<file path="src/rtl/bpa_pkg.sv">
// Shared types and constants for the buddy page allocator.
package bpa_pkg;

    localparam int REQ_W      = 2;
    localparam int ST_W       = 2;
    localparam int PAGE_W     = 12;
    localparam int LEVEL_W    = 4;
    localparam int BYTES_W    = 25;
    localparam int HEAP_W     = 12;
    localparam int PAGE_SHIFT = 12;
    localparam int IN_DATA_W  = 40;
    localparam int OUT_DATA_W = 16;

    localparam logic [HEAP_W-1:0] HEAP_RESET = 12'd256;

    localparam logic [REQ_W-1:0] REQ_ALLOC = 2'd0;
    localparam logic [REQ_W-1:0] REQ_FREE  = 2'd1;
    localparam logic [REQ_W-1:0] REQ_INIT  = 2'd2;

    localparam logic [ST_W-1:0] ST_OK   = 2'd0;
    localparam logic [ST_W-1:0] ST_ZERO = 2'd1;
    localparam logic [ST_W-1:0] ST_OOM  = 2'd2;
    localparam logic [ST_W-1:0] ST_IGN  = 2'd3;

    typedef enum logic [4:0] {
        OP_NONE,
        OP_LOAD,
        OP_CLR_START,
        OP_CLR_STEP,
        OP_BLK_START,
        OP_BLK_SETUP,
        OP_BLK_NEXT,
        OP_SCAN_UP,
        OP_TAKE,
        OP_UL1,
        OP_UL1M,
        OP_UL2,
        OP_UL2P,
        OP_UL2M,
        OP_SPLIT,
        OP_PUSH1,
        OP_PUSHB1,
        OP_PUSH2,
        OP_RD_PG,
        OP_FMARK,
        OP_RD_BD
    } dp_op_t;

    typedef struct packed {
        dp_op_t           op;
        logic             emit;
        logic [ST_W-1:0]  st;
    } dp_cmd_t;

    typedef struct packed {
        logic              cnt_end;
        logic [REQ_W-1:0]  kind;
        logic              zero;
        logic              over;
        logic              pn_ok;
        logic              head_valid;
        logic              lv_top;
        logic              lv_gt_want;
        logic              split_bd_ok;
        logic              rd_free;
        logic              merge_ok;
        logic              free_bd_ok;
        logic              out_free;
    } dp_sts_t;

endpackage

</file>
<file path="src/rtl/bpa_ctrl.sv">
// Request sequencer for the buddy page allocator.
module bpa_ctrl (
    input  logic              clk,
    input  logic              rst_n,
    input  logic              s_tvalid,
    output logic              s_tready,
    output bpa_pkg::dp_cmd_t  cmd,
    input  bpa_pkg::dp_sts_t  sts
);

    typedef enum logic [4:0] {
        S_CLR0, S_CLR, S_BLK, S_BP1, S_BP2, S_BNX,
        S_IDLE, S_DISP, S_SCAN,
        S_SUL1, S_SUL2, S_SPL, S_SP1, S_SP2, S_SBD, S_SB2, S_SLOOP,
        S_PUL1, S_PUL2,
        S_FRD, S_FCHK, S_FLOOP, S_FCHK2, S_FUL2, S_FP1, S_FP2,
        S_EMIT
    } state_t;

    state_t                    state_reg, state_next;
    logic [bpa_pkg::ST_W-1:0]  code_reg, code_next;
    logic                      init_req_reg, init_req_next;

    assign s_tready = (state_reg == S_IDLE);

    always_comb
    begin
        state_next    = state_reg;
        code_next     = code_reg;
        init_req_next = init_req_reg;
        cmd.op        = bpa_pkg::OP_NONE;
        cmd.emit      = 1'b0;
        cmd.st        = code_reg;
        case (state_reg)
            S_CLR0:
            begin
                cmd.op     = bpa_pkg::OP_CLR_START;
                state_next = S_CLR;
            end
            S_CLR:
            begin
                if (sts.cnt_end)
                begin
                    cmd.op     = bpa_pkg::OP_BLK_START;
                    state_next = S_BLK;
                end
                else
                    cmd.op = bpa_pkg::OP_CLR_STEP;
            end
            S_BLK:
            begin
                if (sts.cnt_end)
                begin
                    if (init_req_reg)
                    begin
                        init_req_next = 1'b0;
                        code_next     = bpa_pkg::ST_OK;
                        state_next    = S_EMIT;
                    end
                    else
                        state_next = S_IDLE;
                end
                else
                begin
                    cmd.op     = bpa_pkg::OP_BLK_SETUP;
                    state_next = S_BP1;
                end
            end
            S_BP1:
            begin
                cmd.op     = bpa_pkg::OP_PUSH1;
                state_next = S_BP2;
            end
            S_BP2:
            begin
                cmd.op     = bpa_pkg::OP_PUSH2;
                state_next = S_BNX;
            end
            S_BNX:
            begin
                cmd.op     = bpa_pkg::OP_BLK_NEXT;
                state_next = S_BLK;
            end
            S_IDLE:
            begin
                if (s_tvalid)
                begin
                    cmd.op     = bpa_pkg::OP_LOAD;
                    state_next = S_DISP;
                end
            end
            S_DISP:
            begin
                case (sts.kind)
                    bpa_pkg::REQ_ALLOC:
                    begin
                        if (sts.zero)
                        begin
                            code_next  = bpa_pkg::ST_ZERO;
                            state_next = S_EMIT;
                        end
                        else if (sts.over)
                        begin
                            code_next  = bpa_pkg::ST_OOM;
                            state_next = S_EMIT;
                        end
                        else
                            state_next = S_SCAN;
                    end
                    bpa_pkg::REQ_FREE:
                    begin
                        if (sts.pn_ok)
                            state_next = S_FRD;
                        else
                        begin
                            code_next  = bpa_pkg::ST_IGN;
                            state_next = S_EMIT;
                        end
                    end
                    bpa_pkg::REQ_INIT:
                    begin
                        init_req_next = 1'b1;
                        state_next    = S_CLR0;
                    end
                    default:
                    begin
                        code_next  = bpa_pkg::ST_IGN;
                        state_next = S_EMIT;
                    end
                endcase
            end
            S_SCAN:
            begin
                if (sts.head_valid)
                begin
                    cmd.op     = bpa_pkg::OP_TAKE;
                    state_next = sts.lv_gt_want ? S_SUL1 : S_PUL1;
                end
                else if (sts.lv_top)
                begin
                    code_next  = bpa_pkg::ST_OOM;
                    state_next = S_EMIT;
                end
                else
                    cmd.op = bpa_pkg::OP_SCAN_UP;
            end
            S_SLOOP:
            begin
                cmd.op     = bpa_pkg::OP_TAKE;
                state_next = sts.lv_gt_want ? S_SUL1 : S_PUL1;
            end
            S_SUL1:
            begin
                cmd.op     = bpa_pkg::OP_UL1;
                state_next = S_SUL2;
            end
            S_SUL2:
            begin
                cmd.op     = bpa_pkg::OP_UL2;
                state_next = S_SPL;
            end
            S_SPL:
            begin
                cmd.op     = bpa_pkg::OP_SPLIT;
                state_next = S_SP1;
            end
            S_SP1:
            begin
                cmd.op     = bpa_pkg::OP_PUSH1;
                state_next = S_SP2;
            end
            S_SP2:
            begin
                cmd.op     = bpa_pkg::OP_PUSH2;
                state_next = S_SBD;
            end
            S_SBD:
            begin
                if (sts.split_bd_ok)
                begin
                    cmd.op     = bpa_pkg::OP_PUSHB1;
                    state_next = S_SB2;
                end
                else
                    state_next = S_SLOOP;
            end
            S_SB2:
            begin
                cmd.op     = bpa_pkg::OP_PUSH2;
                state_next = S_SLOOP;
            end
            S_PUL1:
            begin
                cmd.op     = bpa_pkg::OP_UL1;
                state_next = S_PUL2;
            end
            S_PUL2:
            begin
                cmd.op     = bpa_pkg::OP_UL2P;
                code_next  = bpa_pkg::ST_OK;
                state_next = S_EMIT;
            end
            S_FRD:
            begin
                cmd.op     = bpa_pkg::OP_RD_PG;
                state_next = S_FCHK;
            end
            S_FCHK:
            begin
                if (sts.rd_free)
                begin
                    code_next  = bpa_pkg::ST_IGN;
                    state_next = S_EMIT;
                end
                else
                begin
                    cmd.op     = bpa_pkg::OP_FMARK;
                    state_next = S_FLOOP;
                end
            end
            S_FLOOP:
            begin
                if (sts.lv_top || !sts.free_bd_ok)
                    state_next = S_FP1;
                else
                begin
                    cmd.op     = bpa_pkg::OP_RD_BD;
                    state_next = S_FCHK2;
                end
            end
            S_FCHK2:
            begin
                if (sts.merge_ok)
                begin
                    cmd.op     = bpa_pkg::OP_UL1M;
                    state_next = S_FUL2;
                end
                else
                    state_next = S_FP1;
            end
            S_FUL2:
            begin
                cmd.op     = bpa_pkg::OP_UL2M;
                state_next = S_FLOOP;
            end
            S_FP1:
            begin
                cmd.op     = bpa_pkg::OP_PUSH1;
                state_next = S_FP2;
            end
            S_FP2:
            begin
                cmd.op     = bpa_pkg::OP_PUSH2;
                code_next  = bpa_pkg::ST_OK;
                state_next = S_EMIT;
            end
            S_EMIT:
            begin
                if (sts.out_free)
                begin
                    cmd.emit   = 1'b1;
                    state_next = S_IDLE;
                end
            end
            default:
                state_next = S_IDLE;
        endcase
    end

    always_ff @(posedge clk or negedge rst_n)
    begin
        if (!rst_n)
        begin
            state_reg    <= S_CLR0;
            code_reg     <= bpa_pkg::ST_OK;
            init_req_reg <= 1'b0;
        end
        else
        begin
            state_reg    <= state_next;
            code_reg     <= code_next;
            init_req_reg <= init_req_next;
        end
    end

endmodule

</file>
<file path="config.mk">
export PLATFORM = sky130hd
export DESIGN_NAME = bpa_ctrl
export DESIGN_NICKNAME = d
export VERILOG_FILES = /design/src/rtl/bpa_pkg.sv /design/src/rtl/bpa_ctrl.sv
export SDC_FILE = /design/constraint.sdc
export NUM_CORES = 1
export LEC_CHECK = 0
export BUFFER_PORTS_ARGS = -buffer_cell sky130_fd_sc_hd__buf_2
export CAP_MARGIN = 30
export CORE_MARGIN = 3
export CORE_UTILIZATION = 40
export CTS_BUF_LIST = sky130_fd_sc_hd__clkbuf_8 sky130_fd_sc_hd__clkbuf_16
export DETAILED_ROUTE_END_ITERATION = 10
export GPL_ROUTABILITY_DRIVEN = 0
export SYNTH_ARGS = -nofsm -noshare
export SYNTH_HDL_FRONTEND = slang
export SYNTH_SLANG_ARGS = --single-unit
</file>
<file path="constraint.sdc">
create_clock -name clk -period 2.8 [get_ports clk]
set_clock_uncertainty 0.1 [all_clocks]
set_input_delay 0.56 -clock clk [delete_from_list [all_inputs] [get_ports clk]]
set_output_delay 0.56 -clock clk [all_outputs]
set_load 0.02 [all_outputs]
</file>
==> metrics.md <==
| Metric | Value |
|---|---|
| Hold Slack | 0.0710 ns |
| Detailed placement HPWL | 3660 microns |
| Sequential cell area fraction in the yosys report | 0.141 |
| Via count | 1,713 |
| Library cells used by synthesis | 54 |
| # DRC | 0 |
| Max-slew violations | 0 |
| CTS clk-pin slew, worst paths | 0.04 ns |
| Top Family by Delay on Critical Path | compound AO/OA/AOI/OAI gates |
| Crit Reg-Reg Endpoint | state_reg[3] |
| Overall Global Routing Usage | 0.223 |
| Asr flop ratio synth | 1.00 |
| Hold Path Class | primary input to asynchronous set/reset pin |
| Compound-Gate Fraction of Synth Area | 0.346 |
| Fin crit share | 0.938 |
| Multiplexer area fraction after synthesis | 0.0362 |
| Via density | 6.67 |
| RSZ-0062 raised after global routing | no |
| Fmax | 381 MHz |
| Syn_area_per_cell | 7.42 sq um |
| Area grow syn2layout | 11.1% |
| Skew-Pair Late Insertion Delay | 0.22 ns |
| Crit path arrival time | 1.97 ns |
| Setup-failing EPs final | 0 |
| Req. time, crit path | 2.14 ns |
| Max_cap viols | 0 |
| Initial antenna violation count | 0 |
| First-pass GRT wire length | 7650 microns |
| Largest stage delay, worst path | 0.57 ns |
| Setup Total Neg Slack | 0 ns |
| Post-Synth Simple-Gate Area | 0.330 |
| Cells after Synth | 191 |
| Core ar. | 3200 sq um |
| Synth top area share | 0.141 |
| CP Launch Point | state_reg[2] |
| R2R cell count | 6 |
| Post-layout min period | 2.63 ns |
| EDFF count, synth | 0 |
| Setup crit end kind | primary output |
| Post-CTS Setup Bufs | 0 |
| I/O pins | 26 |
| Gr ovfl total | 0 |
| Starting DRT DRC Count | 217 |
| Layout cells sized above 1 | 0.268 |
| Largest net degree at the start of global routing | 26 |
| Sum of buffers and inverters on the critical path | 1 |
| Critical Path End | cmd[4] |
| CTS tree | built |
| Die Area | 4290 sq um |
| Antenna cells | 0 |
| H-tree depth | 1 |
| Critical-path cell list | nand2b_1 > nor2_1 > o21ai_0 > o2111ai_1 > buf_2 |
| Status | finished clean |
| Fin util | 0.492 |
| Slew HR | 0.574 |
| First-pass DRT Iterations | 7 |
| Worst vdd ir | 0.387 mV |
| Number of routed nets with antenna violations | 0 |
| Post-Synth XOR/XNOR Area | 0.00618 |
| Flop-to-flop setup slack | 0.36 ns |
| Post-synth top area cell | dfrtp_1 |
| Number of port buffers | 25 |
| Post-DR wirelength/cell | 18.6 microns |
| Number of synthesized register bits | 8 |
| WS Path Type | flop to primary output |
| Leak Pwr | 0.633 nW |
| Critical Path Slowest Stage Cell | dfrtp_1 |
| Clk root buf | clkbuf_8 |
| Post-Syn Nets | 208 |
| Syn Std Cell Area | 1420 sq um |
| Startpoint class of the critical path | flop |
| Nets | 232 |
| Synth Flop Type | dfrtp_1 |
| Slew @ Worst Pin | 0.624 ns |
| Clock buffer depth | 2 |
| Total Wirelength | 4790 microns |
| Vias in the first global route | 1,524 |
| Main combinational cell family by area after synthesis | compound AO/OA/AOI/OAI gates |
| Row cnt | 20 |
| Yosys warns | 0 |
| Die X | 65.5 microns |
| Post_cts resized | 0 |
| Pwr Density | 1290 nW/um^2 |
| RR Startpoint | state_reg[3] |
| Initial core utilization | 0.443 |
| Most area-consuming cells after synthesis | dfrtp_1 (14%), o21ai_0 (6.0%), clkbuf_8 (4.9%) |
| Die H | 65.5 microns |
| TritonCTS Buffers | 3 |
| Largest register FFs | 5 |
| Levels on crit path | 5 |
| CP Max Fanout | 11 |
| Final Hold Fails | 0 |
| Clk sink count | 8 |
| Cts hold-fix bufs | 0 |
| Post-Synth Adder-Cell Area | 0 |
## how the worst min path moves through the flow
stage / startpoint / to / slack (ns) / cells after the start
2_1_floorplan: rst_n / code_reg[0] / 0.16 / 0
3_3_place_gp: rst_n / state_reg[4] / 0.30 / 1
3_5_place_dp: rst_n / init_req_reg / 0.31 / 1
4_1_cts: rst_n / code_reg[0] / 0.07 / 1
5_1_grt: rst_n / code_reg[0] / 0.08 / 1
6_report: rst_n / state_reg[1] / 0.07 / 1
## per-stage QoR
stage | worst slack (ns) | power, mW | instance area (sq um) | cells
after detailed placement | 0.448 | 1.86 | 1530 | 254
after CTS | 0.219 | 2.00 | 1580 | 257
after floorplan | 0.508 | 1.50 | 1420 | 191
after global routing | 0.0694 | 2.16 | 1580 | 257
after global placement | 0.444 | 1.83 | 1530 | 254
final | 0.174 | 2.03 | 1580 | 257
## per-layer routing
metal  track usage  vias to the layer above  wire length (microns)
met2         0.367                      131                   2220
met1         0.314                      803                   2000
met5             0                        -                      0
li1              -                      771                      -
met4        0.0363                        0                     58
met3        0.0308                        8                    512
## area by class of cell
type / count / area, sq um
inverters: 8 / 30.0
repair buffers: 39 / 230
clock buffers: 3 / 41.3
flip-flops and latches: 8 / 200
multi-input cells: 155 / 1020
well taps: 44 / 55.1
fillers: 366 / 1630
## power breakdown
group | internal [mW] | switching, mW
Clock | 0.0927 | 0.0404
Sequential | 0.171 | 0.112
Combinational | 0.635 | 0.983
## synth_stat cells (2+ instances only)
cell type / count
a22oi_1: 2
nand2_1: 12
nor4_1: 3
mux2_4: 2
a31oi_1: 4
nor3_1: 11
and2b_2: 2
o2111ai_1: 3
o2bb2ai_1: 2
or3b_1: 2
nand4_1: 2
o21ai_2: 2
buf_2: 5
nor2_1: 16
nand3_1: 7
dfrtp_1: 8
a221oi_1: 3
buf_6: 5
nand2b_1: 6
a21oi_1: 10
clkbuf_8: 5
inv_1: 7
nor2b_1: 4
o21a_1: 3
o22ai_1: 4
nand3b_1: 2
nor4b_1: 2
o21ai_0: 17
a211oi_1: 7
a2111oi_0: 3
clkbuf_1: 5
a22o_1: 3
## placed cells by master (no fill, tap or decap), types with 2 or more instances in the layout
master | netlist | final
buf_2 | 5 | 25
o21ai_0 | 17 | 17
nor2_1 | 16 | 16
buf_4 | 0 | 14
nand2_1 | 12 | 12
nor3_1 | 11 | 11
a21oi_1 | 10 | 10
dfrtp_1 | 8 | 8
inv_1 | 7 | 7
nand3_1 | 7 | 7
a211oi_1 | 7 | 7
nand2b_1 | 6 | 6
nor2b_1 | 4 | 4
o22ai_1 | 4 | 4
a31oi_1 | 4 | 4
a221oi_1 | 3 | 3
nor4_1 | 3 | 3
o2111ai_1 | 3 | 3
o21a_1 | 3 | 3
a2111oi_0 | 3 | 3
a22o_1 | 3 | 3
clkbuf_8 | 5 | 3
or3b_1 | 2 | 2
and2b_2 | 2 | 2
a22oi_1 | 2 | 2
nand4_1 | 2 | 2
o21ai_2 | 2 | 2
nand3b_1 | 2 | 2
mux2_4 | 2 | 2
o2bb2ai_1 | 2 | 2
nor4b_1 | 2 | 2
## cells by family (layout without fill, tap and decap cells)
kind of cell | after synthesis | in the layout
buffers and inverters | 28 | 50
AOI/OAI and AO/OA | 71 | 71
DFF | 8 | 8
xor gates and xnor gates | 1 | 1
and+or+nand+nor | 79 | 79
muxes | 4 | 4
(Power assumes the default switching activity.)
